File: src/rtl/mssu_pkg.sv
// Package with the signature tables and shared constants of the sector scan unit.
package mssu_pkg;

    localparam int SIG_COUNT = 5;
    localparam int SIG_MAX = 14;
    localparam int WIN_DEPTH = SIG_MAX - 1;
    localparam int IDX_W = 3;
    localparam int ID_W = 16;
    localparam int SCAN_LEN_DEFAULT = 256;

    localparam logic [ID_W-1:0] ID_BASE = 16'h0F1C;

    typedef logic [7:0] byte_t;
    typedef logic [SIG_COUNT-1:0] sig_flags_t;

    localparam int SIG_LEN [SIG_COUNT] = '{14, 11, 11, 11, 11};

    localparam byte_t SIG_BYTES [SIG_COUNT][SIG_MAX] = '{
        '{8'hdb, 8'h83, 8'h2e, 8'h13, 8'h04, 8'h04, 8'hb1,
          8'h06, 8'hcd, 8'h12, 8'hd3, 8'he0, 8'hba, 8'h80},
        '{8'h7c, 8'h8b, 8'hfe, 8'h0e, 8'h07, 8'hb9, 8'hc7,
          8'h00, 8'h26, 8'had, 8'h35, 8'h00, 8'h00, 8'h00},
        '{8'h7c, 8'h89, 8'hfe, 8'h0e, 8'h07, 8'hb9, 8'hc7,
          8'h00, 8'h26, 8'had, 8'h35, 8'h00, 8'h00, 8'h00},
        '{8'h7c, 8'h8b, 8'hfe, 8'h0e, 8'h07, 8'hb9, 8'hc7,
          8'h00, 8'h2e, 8'had, 8'h35, 8'h00, 8'h00, 8'h00},
        '{8'h7c, 8'h89, 8'hfe, 8'h0e, 8'h07, 8'hb9, 8'hc7,
          8'h00, 8'h2e, 8'had, 8'h35, 8'h00, 8'h00, 8'h00}
    };

endpackage

File: src/rtl/multi_signature_sector_scan_unit.sv
// Top level of the multi-signature sector scan unit.
// The unit takes one sector byte per cycle and compares the newest byte and a
// 13-byte history window against five fixed signatures in parallel, so
// consecutive transactions may arrive back to back. Only the first SCAN_LEN
// bytes of a sector are searched, and a match must lie wholly within them.
// The byte marked end_of_sector produces one result transaction in the
// following cycle, held in an output register until taken; the scan state
// returns to its reset value when that byte is accepted. Bytes that do not
// end a sector are accepted even while a result waits; a sector-ending byte
// waits only if the previous result has not been taken yet.
module multi_signature_sector_scan_unit #(
    parameter int SCAN_LEN = mssu_pkg::SCAN_LEN_DEFAULT
) (
    input  logic                      aclk,
    input  logic                      aresetn,
    input  logic                      s_valid,
    output logic                      s_ready,
    input  logic [7:0]                s_data_byte,
    input  logic                      s_end_of_sector,
    output logic                      m_valid,
    input  logic                      m_ready,
    output logic                      m_virus_found,
    output logic [mssu_pkg::IDX_W-1:0] m_signature_index,
    output logic [mssu_pkg::ID_W-1:0]  m_signature_id
);

    localparam int POS_W = $clog2(SCAN_LEN + 1);

    mssu_pkg::byte_t                 window_reg [mssu_pkg::WIN_DEPTH];
    logic [POS_W-1:0]                pos_reg;
    mssu_pkg::sig_flags_t            flags_reg;
    mssu_pkg::sig_flags_t            flags_next;
    mssu_pkg::sig_flags_t            hit;
    logic                            in_scan;
    logic                            accept;
    logic                            m_valid_reg;
    logic                            found_reg;
    logic [mssu_pkg::IDX_W-1:0]      index_reg;
    logic [mssu_pkg::ID_W-1:0]       id_reg;
    logic                            found_next;
    logic [mssu_pkg::IDX_W-1:0]      index_next;
    logic [mssu_pkg::ID_W-1:0]       id_next;

    assign s_ready = !m_valid_reg || m_ready || !s_end_of_sector;
    assign accept  = s_valid && s_ready;
    assign in_scan = (pos_reg < POS_W'(SCAN_LEN));

    always_comb begin
        logic ok;
        for (int k = 0; k < mssu_pkg::SIG_COUNT; k++) begin
            ok = (pos_reg >= POS_W'(mssu_pkg::SIG_LEN[k] - 1)) &&
                 (s_data_byte == mssu_pkg::SIG_BYTES[k][mssu_pkg::SIG_LEN[k] - 1]);
            for (int b = 0; b < mssu_pkg::WIN_DEPTH; b++) begin
                if (b < mssu_pkg::SIG_LEN[k] - 1) begin
                    if (window_reg[b] != mssu_pkg::SIG_BYTES[k][mssu_pkg::SIG_LEN[k] - 2 - b]) begin
                        ok = 1'b0;
                    end
                end
            end
            hit[k] = ok;
        end
    end

    assign flags_next = in_scan ? (flags_reg | hit) : flags_reg;

    always_comb begin
        found_next = 1'b0;
        index_next = '0;
        id_next    = '0;
        for (int k = mssu_pkg::SIG_COUNT - 1; k >= 0; k--) begin
            if (flags_next[k]) begin
                found_next = 1'b1;
                index_next = mssu_pkg::IDX_W'(k);
                id_next    = mssu_pkg::ID_BASE + mssu_pkg::ID_W'(k);
            end
        end
    end

    always_ff @(posedge aclk) begin
        if (!aresetn) begin
            pos_reg     <= '0;
            flags_reg   <= '0;
            m_valid_reg <= 1'b0;
            for (int i = 0; i < mssu_pkg::WIN_DEPTH; i++) begin
                window_reg[i] <= '0;
            end
        end else begin
            if (accept && s_end_of_sector) begin
                m_valid_reg <= 1'b1;
            end else if (m_ready) begin
                m_valid_reg <= 1'b0;
            end
            if (accept) begin
                if (s_end_of_sector) begin
                    pos_reg     <= '0;
                    flags_reg   <= '0;
                    for (int i = 0; i < mssu_pkg::WIN_DEPTH; i++) begin
                        window_reg[i] <= '0;
                    end
                end else begin
                    flags_reg <= flags_next;
                    if (in_scan) begin
                        pos_reg       <= pos_reg + POS_W'(1);
                        window_reg[0] <= s_data_byte;
                        for (int i = 1; i < mssu_pkg::WIN_DEPTH; i++) begin
                            window_reg[i] <= window_reg[i-1];
                        end
                    end
                end
            end
        end
    end

    always_ff @(posedge aclk) begin
        if (accept && s_end_of_sector) begin
            found_reg <= found_next;
            index_reg <= index_next;
            id_reg    <= id_next;
        end
    end

    assign m_valid           = m_valid_reg;
    assign m_virus_found     = found_reg;
    assign m_signature_index = index_reg;
    assign m_signature_id    = id_reg;

endmodule

File: config.mk
export PLATFORM = sky130hd
export DESIGN_NAME = multi_signature_sector_scan_unit
export DESIGN_NICKNAME = d
export VERILOG_FILES = /design/src/rtl/mssu_pkg.sv /design/src/rtl/multi_signature_sector_scan_unit.sv
export SDC_FILE = /design/constraint.sdc
export NUM_CORES = 1
export LEC_CHECK = 0
export ABC_AREA = 1
export ABC_CLOCK_PERIOD_IN_PS = 3400
export BUFFER_PORTS_ARGS = -buffer_cell sky130_fd_sc_hd__clkbuf_2
export CORE_MARGIN = 1
export CORE_UTILIZATION = 45
export CTS_CLUSTER_SIZE = 28
export DETAILED_ROUTE_END_ITERATION = 16
export PLACE_DENSITY = 0.64
export SETUP_SLACK_MARGIN = 0.3
export SLEW_MARGIN = 25
export SYNTH_ARGS = -nofsm -noshare
export SYNTH_HDL_FRONTEND = slang
export SYNTH_SLANG_ARGS = --single-unit
File: constraint.sdc
create_clock -name aclk -period 3.4 [get_ports aclk]
set_input_delay 0.17 -clock aclk [delete_from_list [all_inputs] [get_ports aclk]]
set_output_delay 0.17 -clock aclk [all_outputs]
set_load 0.05 [all_outputs]
# == Yosys cells after proc, flatten, opt, wreduce, memory -nomap -nowiden ==
# Memories as Yosys holds them, arrays and structs flattened.
# Cells that the tools add are included.
# op_classes
mul,0
bitwise,27
add_sub_neg,1
div_mod_pow,0
n_reduce_logical,14
muxes,87
n_eq_ne,26
shifts,0
n_lt_le_gt_ge,3
# op_table
op,count
8-bit two-way mux,26
8-bit != test (second input constant),13
1-bit two-way mux,51
8-bit by 3-bit != test with 1-bit output (second input constant),4
1-bit OR,26
8-bit by 6-bit != test with 1-bit output (second input constant),3
9-bit by 4-bit >= comparator with 1-bit output (second input constant),2
9-bit two-way mux,2
8-bit by 5-bit != test with 1-bit output (second input constant),2
12-bit two-way mux,1
5-bit two-way mux,2
9-bit by 1-bit adder with 9-bit output (second input constant),1
9-bit less-than comparator (second input constant),1
8-bit by 6-bit == test with 1-bit output (second input constant),1
8-bit == test (second input constant),1
2-bit two-way mux,4
8-bit by 4-bit != test with 1-bit output (second input constant),1
8-bit by 7-bit != test with 1-bit output (second input constant),1
8-bit nonzero test,1
5-bit OR,1
1-bit logical AND,4
2-bit nonzero test,2
4-bit OR reduction,1
3-bit two-way mux,1
other kinds (4),6
# totals
word_cells,169
regBits,31
n_memories,1
latch_bits,0
output_inout_bits,22
mem_bits_rw,104
romBits,0
inputBits,13
# memory_table
name,depth,width,rd,rd_ports_with_merged_regs,wr,line,source
window_reg,13,8,13,0,13,multi_signature_sector_scan_unit.sv:29,mssu_pkg::byte_t window_reg [mssu_pkg::WIN_DEPTH];

# == Depth between registers and ports, before layout ==
# Gate-level depths: netlist of run 1.
# logic_depth
word_depth,21
ltp_mapped,12
depth_no_buf,12

# == Worst setup path before layout of run 1 ==
# OpenSTA, ideal clock, no wires.
# synth_path
path_type,reg-to-reg
from,reg m_valid_reg (netlist: m_valid)
to,mem window_reg[1][0] (netlist bit) (enable)
setup_slack_ps,161
setup_time_ps,415
synth_period_minus_slack_ps,3239
n_path_buf,2
required_ps,2985
stages_incl_launch_ff,10
arrival_time_ps,2824
cell_sequence,dfxtp_1 nand2_1 inv_2 nand2_2 nand2_4 nor3_4 nand2_4 buf_6 buf_6 nand2_1
# synth_lines
item,line,source
"start, declared",multi_signature_sector_scan_unit.sv:36,logic m_valid_reg;
"start signal, assigned",multi_signature_sector_scan_unit.sv:83,m_valid_reg <= 1'b0;
"start signal, assigned",multi_signature_sector_scan_unit.sv:89,m_valid_reg <= 1'b1;
"start signal, assigned",multi_signature_sector_scan_unit.sv:91,m_valid_reg <= 1'b0;
"end, declared",multi_signature_sector_scan_unit.sv:29,

==> metrics.csv, run 1 <==
metric,value,unit
"commonest cells after routing, fill and taps aside","nor2_1 (121), inv_1 (113), edfxtp_1 (101), nand2_1 (91), nor2_2 (51)",
DR DRC count,0,
area occupied by multi-input gates,1720,um^2
number of CTS-inserted buffers,17,
largest net degree at the start of global routing,68,
Worst VDD drop,538,uV
core footprint,12700,um^2
Initial Util,46.4,%
num rows,41,
Hold Buf Count CTS,0,
Worst-Margin Slew,0.768,ns
Vias,3901,
Mapped Cells,635,
outcome,completed,
die area,13500,um^2
Synth Flop Type,edfxtp_1,
P per Cell Area,594,nW/um^2
Via density,4.58,
CTS tree,yes,
CTS H-tree depth,4,
critical path arrival,2.22,ns
"commonest non-fill, non-tap cell in the layout",nor2_1,
Post-CTS Setup Bufs,0,
"Area growth, synth to finish",14.3,%
GRT Util Overall,17.1,%
relative slew slack,48.8,%
Clock Path Buffers,2,
Filler Cell Count,1149,
area of the mapped netlist,5880,um^2
Layout Utilization,53.0,%
RSZ-0062 raised after global routing,no,
Routability Congestion,0.854,
fin crit period,2.12,ns
fin crit share,62.4,%
post_cts resized,0,
Crit Path Class,reg -> reg,
Pleak,2.65,nW
YS warnings,0,
Slew Limit Fails,0,
die width,116,um
Post-DP HPWL,7.23,mm
highest net fanout along the worst path,27,
Port Buf Inserts,28,
Post-synth EDFFs,101,
critical path launch point type,flop,
Final Skew,0.00794,ns
Post-Syn Area per Cell,9.25,um^2
max reg flops,104,
nets@finish,681,
Post-DRT Antenna Nets,0,
Clock Latency Late Sink,0.41,ns
I/O pins,35,
setup violators final,0,
Fmax,471,MHz
number of max-cap violations,0,
antenna violations before repair,0,
"CTS clk-pin slew, worst paths",0.06,ns
wire length per cell,12.2,um
gr ovfl total,0,
Detailed Route Iter0 Violations,209,
Initial DRT Pass Iterations,4,
Synth Register Bits,124,
final hold viol count,0,
WP data required,3.50,ns
vias in the first global route,3840,
Sink Count,124,
proportion of layout cells with a drive suffix above 1,20.2,%
async set or reset register ratio after synthesis,0,%
post-synthesis cell type count,32,
Root Buffer Master,clkbuf_16,
die height,116,um
Post-Route WL,10.4,mm
Setup TNS,0,ns
"Seq/Total Area, Yosys",59.4,%
antenna cells,0,
area occupied by registers,3490,um^2
CP endpoint kind,flop,
first-pass GRT wire length,17.4,mm
worst min-delay path category,in -> reg,
==> worst max-delay path, cell delays in order (launching register included) <==
cell and delay (ns):
dfxtp_1 0.31, nand2_1 0.07, inv_2 0.04, nand2_2 0.07
nand2_4 0.08, inv_2 0.08, nand2_1 0.08, nand2_1 0.12
inv_2 0.11, nand2_2 0.49, buf_4 0.35
==> stage by stage <==
step	hold slack (ns)	total power, mW	worst slack [ns]	instances	instance area [um^2]
floorplan	0.300	2.03	0.711	640	5900
global placement	0.437	2.09	1.32	819	6090
detailed placement	0.440	2.10	1.28	819	6090
CTS	0.00685	4.02	1.26	851	6720
global route	0.0390	4.13	1.07	851	6720
finish	0.0286	3.99	1.28	851	6720
==> final timing paths <==
| path | start | slack (ns) | cells past startpoint | end |
|---|---|---|---|---|
| max | m_valid | 1.28 | 10 | window_reg[5][2] |
| min | s_data_byte[0] | 0.03 | 3 | window_reg[0][0] |
| max reg2reg | m_valid | 1.28 | 10 | window_reg[5][2] |
| min reg2reg | flags_reg[3] | 0.46 | 2 | flags_reg[3] |
==> cell usage after synthesis, drive strengths merged (2+ instances only) <==
library cell  number  share of area, %
edfxtp           101                52
xor2               2              0.30
o21ai              7              0.60
inv              128               8.2
o32ai              2              0.55
a21oi             15               1.3
nor2             172                13
dfxtp             23               7.8
o22ai              3              0.32
nand2             96               6.6
buf               25               3.4
ha                 2              0.43
nor3              12               1.3
nand3             26               2.2
nand4             13               1.4
==> cell type report <==
class                      instances  area share, %
sequential                       124           52.0
multi-input combinational        362           25.6
inverter                         128           7.15
clock buffer                      18           6.39
tap                              172           3.20
clock inverter                    14           2.98
timing repair buffer              33           2.65
==> layer usage <==
metal / track usage, % / up-vias / share of wire, %
li1: - / 2039 / -
met1: 21.5 / 1816 / 46
met2: 27.8 / 41 / 50
met3: 4.88 / 5 / 3.0
met4: 7.09 / 0 / 0.89
met5: 0 / - / 0
==> cells by family (layout without fill, tap and decap cells) <==
logic type	after synthesis	count (layout)	synth area share, %
AND/OR/NAND/NOR	321	321	24.8
buffers and inverters	154	193	11.6
other	1	6	0.0638
AO/OA/AOI/OAI	30	30	3.13
XOR/XNOR	3	3	0.447
flip-flops	124	124	59.4
adder cells (fa/ha/maj)	2	2	0.426
==> power by group <==
part | switching, mW | internal, mW | leakage, nW | total [mW]
logic | 0.193 | 0.0665 | 1.08 | 0.260
clock network | 0.636 | 1.29 | 0.302 | 1.92
registers | 0.0589 | 1.75 | 1.27 | 1.80
Note: power is estimated with default switching activity, not from simulation.
==> run 2: changes to the inputs <==
ABC_CLOCK_PERIOD_IN_PS = 1700   (was 3400)
PLACE_DENSITY = 0.66   (was 0.64)
clock period = 1.7 ns   (was 3.4 ns; I/O delays follow)
==> metrics.csv, run 2 (synthesized netlist as in run 1, its figures left out) <==
metric,value,unit,change
outcome,"complete, but fails checks",,
failing checks,setup timing,,
"commonest cells after routing, fill and taps aside","edfxtp_1 (101), inv_1 (94), nor2_4 (93), nand2_1 (63), nor2_1 (56)",,
Power Total,8.71,mW,+120%
Final Skew,0.00908,ns,+0.00113 ns
Placed Instances,833,,+1.7%
CP max stage delay,0.39,ns,-0.10 ns
CTS tree,yes,,
core footprint,12700,um^2,unchanged
Port Buf Inserts,28,,unchanged
CTS H-tree depth,4,,unchanged
I/O pins,35,,unchanged
worst min-delay path category,in -> reg,,
first-pass GRT wire length,23.7,mm,+36%
"delay-heaviest family, CP",simple AND/OR/NAND/NOR gates,,
proportion of layout cells with a drive suffix above 1,48.8,%,+29 points
wire length per cell,19.1,um,+56%
Filler Cell Count,730,,-36%
Sink Count,124,,unchanged
RSZ-0062 raised after global routing,yes,,
Crit Path Class,reg -> reg,,
fin crit share,112,%,+49 points
final hold viol count,0,,unchanged
antenna violations before repair,0,,unchanged
Vias,5083,,+30%
die height,116,um,unchanged
Bufs and invs on worst path,1,,-3
crit path max-delay cell type,edfxtp_1,,
GRT Util Overall,24.1,%,+7.0 points
fin crit period,1.90,ns,-0.225 ns
"commonest non-fill, non-tap cell in the layout",edfxtp_1,,
flop2flop setup slack,-0.20,ns,-1.47 ns
Routability Congestion,0.856,,+0.22%
largest net degree at the start of global routing,17,,-75%
Final Non-Filler Cells,961,,+13%
die width,116,um,unchanged
Initial DRT Pass Iterations,6,,+2
Clock Path Buffers,2,,unchanged
setup violators final,86,,+86
Worst VDD drop,1080,uV,+100%
Initial Util,46.4,%,unchanged
num rows,41,,unchanged
Post-DP HPWL,7.76,mm,+7.5%
highest net fanout along the worst path,3,,-89%
nets@finish,791,,+16%
Fmax,527,MHz,+12%
Layout Utilization,74.4,%,+21 points
number of CTS-inserted buffers,17,,unchanged
Pleak,3.63,nW,+37%
number of max-cap violations,0,,unchanged
gr ovfl total,0,,unchanged
WP data required,1.88,ns,-1.62 ns
CP cell instances,inv_2 -> nand2_1 -> nor2_2 -> nand2_1 -> nor2_1 -> nand2_2 -> nor2_4 -> nand3_2 -> nand2_4 -> nor2_4 -> nand2_2 -> nor2_1,,
Detailed Route Iter0 Violations,500,,+140%
critical path arrival,2.08,ns,-0.14 ns
Worst Hold Slack,0.0756,ns,+0.0470 ns
max reg flops,104,,unchanged
hold depth,3,,unchanged
die area,13500,um^2,unchanged
worst setup margin,-0.196,ns,-1.47 ns
vias in the first global route,4693,,+22%
Post-Route WL,18.4,mm,+77%
P per Cell Area,923,nW/um^2,+56%
DR DRC count,0,,unchanged
CP endpoint kind,flop,,
critical path launch point type,flop,,
critical path depth,12,,+2
Clock Latency Late Sink,0.43,ns,+0.02 ns
antenna cells,0,,unchanged
Via density,5.29,,+15%
Setup TNS,-2.46,ns,-2.46 ns
Slew Limit Fails,0,,unchanged
"CTS clk-pin slew, worst paths",0.06,ns,about the same
"Area growth, synth to finish",60.4,%,
Root Buffer Master,clkbuf_16,,
worst r2r path cells,12,,+2
Post-DRT Antenna Nets,0,,unchanged
-- run 2: cell count changes in the layout (fill, tap and decap cells not counted), sizes merged --
cell / previous run / this run
buf: 5 / 93
clkinv: 7 / 5
clkbuf: 46 / 58
inv: 128 / 126
nand2: 96 / 103
bufinv: 5 / 4
dlygate4sd3: 0 / 8
-- run 2: power breakdown --
group,internal (mW),switching (mW),total [mW]
Sequential,3.49,0.147,3.64
Combinational,0.525,0.719,1.24
Clock,2.52,1.30,3.82
-- run 2: layout make-up --
class,count,area [um^2],share of cell area (%)
clock inverters,8,141,1.50
clock buffers,24,472,5.00
repair buffers,135,1720,18.2
repair inverters,1,16.3,0.173
inverters,128,512,5.43
multi-input cells,369,2850,30.3
well taps,172,215,2.28
flip-flops and latches,124,3500,37.2
-- run 2: what timing repair did --
action,4_1_cts,5_1_grt
resized for setup,160,166
buffers inserted,43,16
hold buffers,8,0
gates cloned,20,9
pin swaps,36,40
endpoints found under the setup margin,217,226
hold endpoints to repair,8,0
-- run 2: final timing paths --
path | startpoint | end
setup / recovery | window_reg[1][7] | m_signature_id[5]
hold / removal | aresetn | m_valid
setup reg to reg | window_reg[1][7] | m_signature_id[5]
hold reg to reg | window_reg[0][2] | window_reg[0][2]
-- run 2: metal layers --
metal / vias up / track usage (%) / part of all wire, %
li1: 2284 / - / -
met1: 2501 / 27.9 / 37
met5: - / 0 / 0
met3: 73 / 6.90 / 6.0
met4: 0 / 11.1 / 4.1
met2: 225 / 41.5 / 53
-- run 2: stage by stage --
step	area (um^2)	setup WS, ns
final	9430	-0.196
after global routing	9430	-0.303
after CTS	8430	0.0139
after detailed placement	6320	-0.105
after global placement	6320	-0.0223
after floorplan	5970	-0.263
-- run 2: tightest hold or removal path, delay by kind of cell --
| kind | cells | cell delay [ns] |
|---|---|---|
| AOI/OAI and AO/OA | 1 | 0.11 |
| buffers and inverters | 2 | 0.27 |
